## src/lkv_pkg.sv

```systemverilog
`timescale 1ns / 1ps

package lkv_pkg;

	// Fixed port widths of the block.
	localparam int WORD_BITS  = 64;
	localparam int COUNT_BITS = 32;
	localparam int CMD_BITS   = 2;
	localparam int CAP_BITS   = 5;

	// Capacity register value after reset.
	localparam logic [CAP_BITS-1:0] CAPACITY_RESET = 5'd16;

	// Operation codes carried in the command field.
	typedef enum logic [CMD_BITS-1:0] {
		CMD_GET    = 2'd0,
		CMD_PUT    = 2'd1,
		CMD_DELETE = 2'd2
	} command_t;

	// Sequencer states.
	typedef enum logic [2:0] {
		ST_IDLE,
		ST_SEARCH,
		ST_APPLY,
		ST_INSERT,
		ST_FINISH
	} state_t;

	// Step commands from the controller to the datapath.
	typedef struct packed {
		logic load_item;
		logic search;
		logic apply;
		logic insert;
		logic respond;
	} dp_cmd_t;

	// Status from the datapath to the controller.
	typedef struct packed {
		logic need_insert;
		logic out_free;
	} dp_status_t;

endpackage

```

## src/lkv_ram.sv

```systemverilog
`timescale 1ns / 1ps

module lkv_ram #(
	parameter int WIDTH = 64,
	parameter int DEPTH = 16
) (
	input  logic                                   clk,
	input  logic                                   we,
	input  logic [(DEPTH > 1 ? $clog2(DEPTH) : 1)-1:0] waddr,
	input  logic [WIDTH-1:0]                       wdata,
	input  logic                                   re,
	input  logic [(DEPTH > 1 ? $clog2(DEPTH) : 1)-1:0] raddr,
	output logic [WIDTH-1:0]                       rdata
);

	logic [WIDTH-1:0] mem_q [DEPTH];
	logic [WIDTH-1:0] rdata_q;

	// One write port and one registered read port.
	always_ff @(posedge clk) begin
		if (we) begin
			mem_q[waddr] <= wdata;
		end
		if (re) begin
			rdata_q <= mem_q[raddr];
		end
	end

	assign rdata = rdata_q;

endmodule

```

## src/lkv_ctrl.sv

```systemverilog
`timescale 1ns / 1ps

module lkv_ctrl (
	input  logic                 clk,
	input  logic                 arst_n,
	input  logic                 in_valid,
	output logic                 in_ready,
	input  lkv_pkg::dp_status_t  status,
	output lkv_pkg::dp_cmd_t     cmd
);

	import lkv_pkg::*;

	state_t state_q;
	state_t state_d;

	// State register.
	always_ff @(posedge clk or negedge arst_n) begin
		if (!arst_n) begin
			state_q <= ST_IDLE;
		end else begin
			state_q <= state_d;
		end
	end

	// Next state and datapath step commands.
	always_comb begin
		state_d  = state_q;
		cmd      = '0;
		in_ready = 1'b0;
		case (state_q)
			ST_IDLE: begin
				in_ready = 1'b1;
				if (in_valid) begin
					cmd.load_item = 1'b1;
					state_d       = ST_SEARCH;
				end
			end
			ST_SEARCH: begin
				cmd.search = 1'b1;
				state_d    = ST_APPLY;
			end
			ST_APPLY: begin
				cmd.apply = 1'b1;
				state_d   = status.need_insert ? ST_INSERT : ST_FINISH;
			end
			ST_INSERT: begin
				cmd.insert = 1'b1;
				state_d    = ST_FINISH;
			end
			ST_FINISH: begin
				if (status.out_free) begin
					cmd.respond = 1'b1;
					state_d     = ST_IDLE;
				end
			end
			default: begin
				state_d = ST_IDLE;
			end
		endcase
	end

endmodule

```

## src/lkv_datapath.sv

```systemverilog
`timescale 1ns / 1ps

module lkv_datapath #(
	parameter int ENTRIES    = 16,
	parameter int KEY_BITS   = 64,
	parameter int VALUE_BITS = 64
) (
	input  logic                              clk,
	input  logic                              arst_n,
	input  lkv_pkg::dp_cmd_t                  cmd,
	output lkv_pkg::dp_status_t               status,
	input  logic                              cfg_write_en,
	input  logic [lkv_pkg::CAP_BITS-1:0]      cfg_write_data,
	input  logic [lkv_pkg::CMD_BITS-1:0]      command,
	input  logic [lkv_pkg::WORD_BITS-1:0]     key,
	input  logic [lkv_pkg::WORD_BITS-1:0]     value,
	output logic                              out_valid,
	input  logic                              out_ready,
	output logic                              hit,
	output logic [lkv_pkg::WORD_BITS-1:0]     read_value,
	output logic [lkv_pkg::COUNT_BITS-1:0]    hit_total,
	output logic [lkv_pkg::COUNT_BITS-1:0]    miss_total
);

	import lkv_pkg::*;

	localparam int IDX_W = (ENTRIES > 1) ? $clog2(ENTRIES) : 1;
	localparam int OCC_W = $clog2(ENTRIES + 1);
	localparam int CMP_W = (OCC_W > CAP_BITS) ? OCC_W : CAP_BITS;

	// Item being worked on.
	logic [CMD_BITS-1:0]   cmd_q;
	logic [KEY_BITS-1:0]   key_q;
	logic [VALUE_BITS-1:0] value_q;

	// Entry table: keys, valid bits and recency ranks (0 is most recent).
	logic [KEY_BITS-1:0] entry_key_q [ENTRIES];
	logic [ENTRIES-1:0]  valid_q;
	logic [ENTRIES-1:0]  valid_d;
	logic [IDX_W-1:0]    rank_q [ENTRIES];
	logic [IDX_W-1:0]    rank_d [ENTRIES];
	logic [OCC_W-1:0]    occ_q;
	logic [OCC_W-1:0]    occ_d;

	logic [CAP_BITS-1:0]   capacity_q;
	logic [COUNT_BITS-1:0] hits_q;
	logic [COUNT_BITS-1:0] misses_q;

	// Search results.
	logic [ENTRIES-1:0] match_d;
	logic [ENTRIES-1:0] match_q;
	logic               found_q;

	logic [IDX_W-1:0] sel_idx;
	logic [IDX_W-1:0] sel_rank;
	logic [IDX_W-1:0] free_idx;
	logic [CMP_W-1:0] cap_wide;
	logic [OCC_W-1:0] cap_sat;
	logic [OCC_W-1:0] keep;

	logic                  is_get;
	logic                  is_put;
	logic                  is_delete;
	logic                  ram_we;
	logic [IDX_W-1:0]      ram_waddr;
	logic                  ram_re;
	logic [VALUE_BITS-1:0] ram_rdata;

	// Result register.
	logic                  out_valid_q;
	logic                  hit_q;
	logic [WORD_BITS-1:0]  read_value_q;
	logic [COUNT_BITS-1:0] hit_total_q;
	logic [COUNT_BITS-1:0] miss_total_q;

	assign is_get    = (cmd_q == CMD_GET);
	assign is_put    = (cmd_q == CMD_PUT);
	assign is_delete = (cmd_q == CMD_DELETE);

	// Capacity saturated at the table depth, and the count kept by a trim.
	assign cap_wide = (CMP_W'(capacity_q) > CMP_W'(ENTRIES)) ? CMP_W'(ENTRIES)
	                                                         : CMP_W'(capacity_q);
	assign cap_sat  = OCC_W'(cap_wide);
	assign keep     = (cap_sat == '0) ? '0 : cap_sat - OCC_W'(1);

	// Parallel key compare against every valid entry.
	always_comb begin
		for (int i = 0; i < ENTRIES; i++) begin
			match_d[i] = valid_q[i] && (entry_key_q[i] == key_q);
		end
	end

	// Keys are unique, so the match vector is one-hot or empty.
	always_comb begin
		sel_idx  = '0;
		sel_rank = '0;
		for (int i = 0; i < ENTRIES; i++) begin
			if (match_q[i]) begin
				sel_idx  = sel_idx | IDX_W'(i);
				sel_rank = sel_rank | rank_q[i];
			end
		end
	end

	// Lowest free entry for an insert.
	always_comb begin
		free_idx = '0;
		for (int i = ENTRIES - 1; i >= 0; i--) begin
			if (!valid_q[i]) begin
				free_idx = IDX_W'(i);
			end
		end
	end

	// Valid, rank and occupancy updates for promote, remove, trim and insert.
	always_comb begin
		valid_d = valid_q;
		rank_d  = rank_q;
		occ_d   = occ_q;
		if (cmd.apply && found_q) begin
			if (is_get || is_put) begin
				for (int i = 0; i < ENTRIES; i++) begin
					if (valid_q[i] && (rank_q[i] < sel_rank)) begin
						rank_d[i] = rank_q[i] + IDX_W'(1);
					end
				end
				rank_d[sel_idx] = '0;
			end else if (is_delete) begin
				for (int i = 0; i < ENTRIES; i++) begin
					if (valid_q[i] && (rank_q[i] > sel_rank)) begin
						rank_d[i] = rank_q[i] - IDX_W'(1);
					end
				end
				valid_d[sel_idx] = 1'b0;
				rank_d[sel_idx]  = '0;
				occ_d            = occ_q - OCC_W'(1);
			end
		end else if (cmd.apply && is_put && (occ_q >= cap_sat)) begin
			// Evict every entry ranked at or beyond the kept count at once.
			for (int i = 0; i < ENTRIES; i++) begin
				if (valid_q[i] && (OCC_W'(rank_q[i]) >= keep)) begin
					valid_d[i] = 1'b0;
					rank_d[i]  = '0;
				end
			end
			occ_d = keep;
		end else if (cmd.insert) begin
			for (int i = 0; i < ENTRIES; i++) begin
				if (valid_q[i]) begin
					rank_d[i] = rank_q[i] + IDX_W'(1);
				end
			end
			valid_d[free_idx] = 1'b1;
			rank_d[free_idx]  = '0;
			occ_d             = occ_q + OCC_W'(1);
		end
	end

	// Control state with reset.
	always_ff @(posedge clk or negedge arst_n) begin
		if (!arst_n) begin
			valid_q     <= '0;
			occ_q       <= '0;
			capacity_q  <= CAPACITY_RESET;
			hits_q      <= '0;
			misses_q    <= '0;
			out_valid_q <= 1'b0;
			for (int i = 0; i < ENTRIES; i++) begin
				rank_q[i] <= '0;
			end
		end else begin
			valid_q <= valid_d;
			occ_q   <= occ_d;
			rank_q  <= rank_d;
			if (cfg_write_en) begin
				capacity_q <= cfg_write_data;
			end
			if (cmd.apply && is_get) begin
				if (found_q) begin
					hits_q <= hits_q + COUNT_BITS'(1);
				end else begin
					misses_q <= misses_q + COUNT_BITS'(1);
				end
			end
			if (cmd.respond) begin
				out_valid_q <= 1'b1;
			end else if (out_ready) begin
				out_valid_q <= 1'b0;
			end
		end
	end

	// Payload registers.
	always_ff @(posedge clk) begin
		if (cmd.load_item) begin
			cmd_q   <= command;
			key_q   <= key[KEY_BITS-1:0];
			value_q <= value[VALUE_BITS-1:0];
		end
		if (cmd.search) begin
			match_q <= match_d;
			found_q <= |match_d;
		end
		if (cmd.insert) begin
			entry_key_q[free_idx] <= key_q;
		end
		if (cmd.respond) begin
			hit_q        <= found_q && (is_get || is_put || is_delete);
			read_value_q <= (is_get && found_q) ? WORD_BITS'(ram_rdata) : '0;
			hit_total_q  <= hits_q;
			miss_total_q <= misses_q;
		end
	end

	// Value store port control.
	assign ram_we    = (cmd.apply && is_put && found_q) || cmd.insert;
	assign ram_waddr = cmd.insert ? free_idx : sel_idx;
	assign ram_re    = cmd.apply && is_get && found_q;

	lkv_ram #(
		.WIDTH (VALUE_BITS),
		.DEPTH (ENTRIES)
	) u_value_ram (
		.clk   (clk),
		.we    (ram_we),
		.waddr (ram_waddr),
		.wdata (value_q),
		.re    (ram_re),
		.raddr (sel_idx),
		.rdata (ram_rdata)
	);

	// Status back to the controller.
	assign status.need_insert = is_put && !found_q && (cap_sat != '0);
	assign status.out_free    = !out_valid_q || out_ready;

	assign out_valid  = out_valid_q;
	assign hit        = hit_q;
	assign read_value = read_value_q;
	assign hit_total  = hit_total_q;
	assign miss_total = miss_total_q;

endmodule

```

## src/lru_key_value_cache.sv

```systemverilog
`timescale 1ns / 1ps

// Fully associative key-value cache with least-recently-used replacement.
// Each input beat is a get, put or delete; each produces exactly one result
// beat with the hit flag, the value read by a get hit and the running get hit
// and miss counts. A sequencer takes one item at a time: capture, a parallel
// key compare over all entries, an update step, and a respond step that
// loads the result register. A put of a new key into a nonzero capacity adds
// an insert step after the update step, which evicts first if the table is at
// capacity. The result register holds one finished beat. The next item is
// accepted in the cycle after the result is loaded, and the respond step
// waits only while an earlier result is still unread. Values live in a RAM
// with a registered read; keys, valid bits and recency ranks live in
// flip-flops, so no clearing pass is needed. The capacity register may be
// written only while the block is idle.
module lru_key_value_cache #(
	parameter int ENTRIES    = 16,
	parameter int KEY_BITS   = 64,
	parameter int VALUE_BITS = 64
) (
	input  logic                           clk,
	input  logic                           arst_n,
	input  logic                           cfg_write_en,
	input  logic [lkv_pkg::CAP_BITS-1:0]   cfg_write_data,
	input  logic                           in_valid,
	output logic                           in_ready,
	input  logic [lkv_pkg::CMD_BITS-1:0]   command,
	input  logic [lkv_pkg::WORD_BITS-1:0]  key,
	input  logic [lkv_pkg::WORD_BITS-1:0]  value,
	output logic                           out_valid,
	input  logic                           out_ready,
	output logic                           hit,
	output logic [lkv_pkg::WORD_BITS-1:0]  read_value,
	output logic [lkv_pkg::COUNT_BITS-1:0] hit_total,
	output logic [lkv_pkg::COUNT_BITS-1:0] miss_total
);

	import lkv_pkg::*;

	dp_cmd_t    dp_cmd;
	dp_status_t dp_status;

	// Sequencer.
	lkv_ctrl u_ctrl (
		.clk      (clk),
		.arst_n   (arst_n),
		.in_valid (in_valid),
		.in_ready (in_ready),
		.status   (dp_status),
		.cmd      (dp_cmd)
	);

	// Entry table, value store and result register.
	lkv_datapath #(
		.ENTRIES    (ENTRIES),
		.KEY_BITS   (KEY_BITS),
		.VALUE_BITS (VALUE_BITS)
	) u_datapath (
		.clk            (clk),
		.arst_n         (arst_n),
		.cmd            (dp_cmd),
		.status         (dp_status),
		.cfg_write_en   (cfg_write_en),
		.cfg_write_data (cfg_write_data),
		.command        (command),
		.key            (key),
		.value          (value),
		.out_valid      (out_valid),
		.out_ready      (out_ready),
		.hit            (hit),
		.read_value     (read_value),
		.hit_total      (hit_total),
		.miss_total     (miss_total)
	);

endmodule

```

## config.mk

```make
export PLATFORM = sky130hd
export DESIGN_NAME = lru_key_value_cache
export DESIGN_NICKNAME = d
export VERILOG_FILES = /design/src/lkv_pkg.sv /design/src/lkv_ram.sv /design/src/lkv_ctrl.sv /design/src/lkv_datapath.sv /design/src/lru_key_value_cache.sv
export SDC_FILE = /design/constraint.sdc
export NUM_CORES = 2
export LEC_CHECK = 0
export ABC_AREA = 1
export BUFFER_PORTS_ARGS = -buffer_cell sky130_fd_sc_hd__buf_2
export CORE_ASPECT_RATIO = 0.5
export CORE_MARGIN = 2
export CORE_UTILIZATION = 55
export CTS_CLUSTER_SIZE = 10
export DETAILED_ROUTE_END_ITERATION = 10
export PLACE_DENSITY = 0.71
export SYNTH_ARGS = -nofsm -noshare
export SYNTH_HDL_FRONTEND = slang
export SYNTH_HIERARCHICAL = 1
export SYNTH_SLANG_ARGS = --single-unit
```

## constraint.sdc

```tcl
create_clock -name clk -period 9.3 [get_ports clk]
set_clock_uncertainty 0.2 [all_clocks]
set_input_delay 0.93 -clock clk [delete_from_list [all_inputs] [get_ports clk]]
set_output_delay 0.93 -clock clk [all_outputs]
set_load 0.01 [all_outputs]
```

* Yosys cells after proc, flatten, opt, wreduce, memory -nomap -nowiden *
Memory sizes are Yosys's and may differ from the RTL's. A register that Yosys moved wholly into a read port is not among the register bits.
Cells that the tools add are included.

storage, ports and cells
  memories = 2
  bits in latches = 0
  ROM bits = 0
  output and inout port bits = 131
  bits in registers = 434
  input port bits = 140
  logic and storage cells = 639
  memory bits (writable) = 2048

operators by class
  mux-type cells = 299
  shifts and indexed selects = 0
  reductions and logical operators = 127
  equality and inequality tests = 43
  magnitude comparators = 58
  $mul = 0
  add/sub/neg operators = 37
  bitwise logic cells = 26
  divide/modulo/power cells = 0

memories
  name                          depth  width  read ports  clocked after memory_dff  write ports  line                text
  u_datapath.entry_key_q        16     64     16          0                         1            lkv_datapath.sv:37  logic [KEY_BITS-1:0] entry_key_q [ENTRIES];
  u_datapath.u_value_ram.mem_q  16     64     1           1                         1            lkv_ram.sv:16       logic [WIDTH-1:0] mem_q [DEPTH];

operator list
  cell                   count
  $eq 64x64->1           16
  $mux 4                 235
  $mux 64                5
  $and 64x64->64         3
  $not 64->64            2
  $ge 4x5->1             16
  $mux 16                5
  $logic_and 1x1->1      78
  $add 32x1->32 const B  2
  $add 4x1->4 const B    16
  $gt 4x4->1             16
  $lt 4x4->1             16
  $reduce_and 4->1       16
  $sub 4x1->4 const B    16
  $or 4x4->4             15
  $ne 3x2->1 const B     17
  $reduce_and 3->1       17
  $mux 5                 7
  $mux 1                 33
  $demux 4 s4            2
  $mux 3                 7
  $and 16x16->16         1
  $not 16->16            1
  $or 16x16->16          1
  30 further kinds       47

* Logic depth before layout (Yosys ltp) *
  depth in word-level cells = 41
  gate-level depth with buffers = 24
  gate-level depth less buffers = 24

* Hierarchy *
The synthesis kept the hierarchy.

by module, submodules not included
  module        times used  seq. area each (um^2)  area each (um^2)  cells an instance
  lkv_datapath  1           42917.4                67696.2           5924
  lkv_ram       1           32671.3                45926.5           4210
  lkv_ctrl      1           75.1                   185.2             28

* Worst setup path after synthesis *
OpenSTA, ideal clock, no wires.

  path kind = input port to flip-flop
  start point = in out_ready
  end point = reg u_datapath.hit_q (netlist: u_datapath/hit), enable pin
  buffers on the path = 0
  data arrival time = 9792 ps
  slack = -1469 ps
  stages = 4
  library setup time = 777 ps
  data required time = 8323 ps
  cell sequence = inv_1 -> nand2_1 -> inv_1 -> nor3_1

RTL lines
  element               line                       text
  from (decl)           lru_key_value_cache.sv:31  input logic out_ready,
  to (signal assigned)  lkv_datapath.sv:208        hit_q <= found_q && (is_get || is_put || is_delete);
  to (decl)             lkv_datapath.sv:71         logic hit_q;

* Worst setup path in the final report *
  start point = reg u_datapath.valid_q[15]
  end point = mem u_datapath.u_value_ram.mem_q[7][59], enable pin

between the ends
  word-level cells in the longest chain between the ends = 17

RTL lines
  element                      line                 text
  from (decl)                  lkv_datapath.sv:38   logic [ENTRIES-1:0] valid_q;
  from (signal assigned)       lkv_datapath.sv:172  valid_q <= valid_d;
  $mux 4 (16 in series)        lkv_datapath.sv:109  if (!valid_q[i]) begin
  $mux 4                       lkv_datapath.sv:217  assign ram_waddr = cmd.insert ? free_idx : sel_idx;
  net u_datapath.ram_waddr[0]  lkv_datapath.sv:65   logic [IDX_W-1:0] ram_waddr;
  to (decl)                    lkv_ram.sv:16

The timed path passes the listed nets, and every way through them passes these cells.

==> flow_summary.yaml <==
detailed_routing:
  ant_nets: 0
  finalWirelength_um: 351000
  wl_per_cell_um: 26.3
  dr.pass1.iters: 6
  drc: 0
  vias: 81300
  vias_per_cell: 6.10
  first_iter_violations: 11800
logic_synthesis:
  syn_area_um2: 114000
  synth_top_area_share_pct: 63.0
  synth_ff_type: "edfxtp_1"
  syn_inst: 10200
  synth_seq_cells: 2546
  synth_area_per_cell_um2: 11.2
  yosys.area.top_type: "edfxtp_1"
  ys_seq_area_share_pct: 66.5
  synth_cell_types: 62
  synth_fp_nets: 10500
  synth_edf_count: 2388
  ys_async_sr_fraction_pct: 6.21
  synthTopCellsByArea: "edfxtp_1 63%, nand2_1 7.1%, nand3_1 4.1%"
  yosys_warnings: 6
place:
  dp.cells: 12900
  dp_slack_ns: 4.11
  io_buffers: 270
  place_congestion: 0.965
  place_hpwl_um: 202000
setup_path:
  slowest_delay_ns: 0.97
  worstPathRequired_ns: 9.56
  cp_common_cell: "nand2_1"
  slowest_stage: "nor2_4"
  crit_chain: "inv_2 > nand2_1 > nand2_1 > nand2_1 > nand2_1 > nand2_1 > nand2_1 > nand2_1 > nand2_1 > nand2_1 > nand2_1 > nand2_1 > nand2_2 > nand2_2 > nand2_2 > nand2_2 > o21ai_0 > nand2_1 > nor2_4 > buf_4"
  path_delay_family: "simple AND/OR/NAND/NOR gates"
  cp_data_arrival_time_ns: 5.60
  startpoint_type: "flop"
  crit_buf_inv: 2
  path_class: "flop to flop"
  crit_fanout: 39
  worst_setup_path_end_kind: "flop"
cells_and_area:
  final_cell_count_no_fill: 13300
  multiInputGateArea_um2: 31400
  fillers: 15800
  area_growth_pct: 10.9
  most-common-layout-cells: "2388 x edfxtp_1, 2145 x nand2_1, 1203 x inv_1"
  final_core_util_pct: 61.7
  final_common_cell: "edfxtp_1"
  nets: 10800
  drive_gt1_share_pct: 9.14
  seq_area_um2: 75700
timing:
  tns_ns: 0
  max_freq_mhz: 187
  rsz0062_at_grt: "false"
  hold_viol_final: 0
  setup_ws_ns: 3.96
  setup_viol: 0
  slew_viol_final: 0
  tightest_slew_ns: 1.28
  slew_headroom_pct: 14.5
  min_period_ns: 5.34
  hold_slack_ns: 0.0338
  finalCritPeriodShare_pct: 57.4
grt:
  globalRouteOverflowTotal: 0
  grt_first_pass_wirelength_um: 509000
  grt_pass1_vias: 77600
  grt_usage_pct: 32.8
  grt_max_degree: 229
  grt_antenna_before_repair: 29
floorplan:
  coreArea_um2: 205000
  initial_utilization_pct: 55.6
  die_area_um2: 211000
  dieHeight_um: 326
  top_level_ports: 271
  die_x_um: 647
  rows: 117
clocking:
  path_clk_slew_ns: 0.06
  cts_num_sinks: 2546
  cts.root.buffer_cell: "clkbuf_16"
  cts_buffers: 297
  postCtsSetupBuffers: 0
  cts_tree: "built"
  post_cts_resized: 0
  clock_path_buffers: 4
  cts_max_level: 5
  cts_hold_buf: 2
  insertion_delay_ns: 0.89
hold_path:
  hold_class: "primary input to flop"
flow_run:
  drv_cap: 0
power_and_ir_drop:
  peakVddDrop_mv: 0.137
  powerDensity_nw_per_um2: 250
  total_leakage_power_nw: 49.1
outcome:
  status: "finished clean"
==> final cells by class <==
class | count | area share, %
flip-flops and latches | 2546 | 59.9
clock buffers | 368 | 6.21
well taps | 2737 | 2.71
clock inverters | 15 | 0.131
inverters | 1251 | 3.76
diodes | 23 | 0.0456
multi-input cells | 5924 | 24.9
repair buffers | 475 | 2.32
==> synthesized netlist by cell type, drive strengths merged, types with 6 or more instances <==
cell	number
a21oi	161
dfrtp	157
clkinv	28
inv	1223
nor4	57
buf	266
a41oi	14
o211ai	38
o21a	23
nand3	944
ha	170
a21boi	12
xor2	220
a211oi	118
a22oi	12
nand3b	8
a221oi	106
nand2	2160
xnor2	217
or2	59
nor2	725
nor3	84
o21ai	373
o2111ai	11
clkbuf	175
nor4b	12
nand4	110
nor3b	6
a22o	81
edfxtp	2388
o22ai	182
==> kinds of logic after synthesis <==
| logic type | synth area share [%] |
|---|---|
| DFF | 66.5 |
| muxes | 0.0198 |
| AOI/OAI and AO/OA | 6.44 |
| and+or+nand+nor | 15.7 |
| xor gates and xnor gates | 3.36 |
| adders and majority gates | 1.87 |
| buffers and inverters | 6.16 |
==> through the flow <==
stage	total power, mW	area (µm²)
floorplan	18.5	114000
global placement	21.1	118000
detailed placement	21.2	118000
CTS	31.4	126000
global route	32.6	126000
finish	31.5	126000
==> state kept, by name, summed over array words and instances (netlist names), 2 cells and up <==
register / flops
u_ctrl/state_q: 3
u_datapath/capacity_q: 5
u_datapath/cmd_q: 2
u_datapath/entry_key_q: 1024
u_datapath/hit_total: 32
u_datapath/hits_q: 32
u_datapath/key_q: 64
u_datapath/match_q: 16
u_datapath/miss_total: 32
u_datapath/misses_q: 32
u_datapath/occ_q: 5
u_datapath/rank_q: 64
u_datapath/read_value: 64
u_datapath/u_value_ram/mem_q: 1024
u_datapath/u_value_ram/rdata: 64
u_datapath/valid_q: 16
u_datapath/value_q: 64
==> routing by layer <==
layer | up-vias | track usage, % | routed length, µm
met5 | - | 0 | 61
met4 | 10 | 16.6 | 20400
met3 | 1148 | 8.64 | 45000
met2 | 5517 | 50.3 | 156000
met1 | 39000 | 43.5 | 129000
li1 | 35600 | - | -
==> worst paths after layout <==
kind | start | endpoint | slack (ns) | cells after the start
min in group asynchronous | arst_n | u_datapath/out_valid | 0.43 | 2
min reg2reg | u_datapath/misses_q[26] | u_datapath/miss_total[26] | 0.26 | 0
max in group asynchronous | arst_n | u_datapath/occ_q[0] | 6.48 | 4
max reg2reg | u_datapath/valid_q[15] | u_datapath/u_value_ram/mem_q[7][59] | 3.96 | 20
min | key[17] | u_datapath/key_q[17] | 0.03 | 1
max | u_datapath/valid_q[15] | u_datapath/u_value_ram/mem_q[7][59] | 3.96 | 20
==> where the power goes <==
group | total, mW | switching (mW) | internal [mW]
logic | 6.61 | 4.75 | 1.86
clock network | 10.3 | 4.40 | 5.85
registers | 14.7 | 0.917 | 13.8
(Power assumes the default switching activity.)
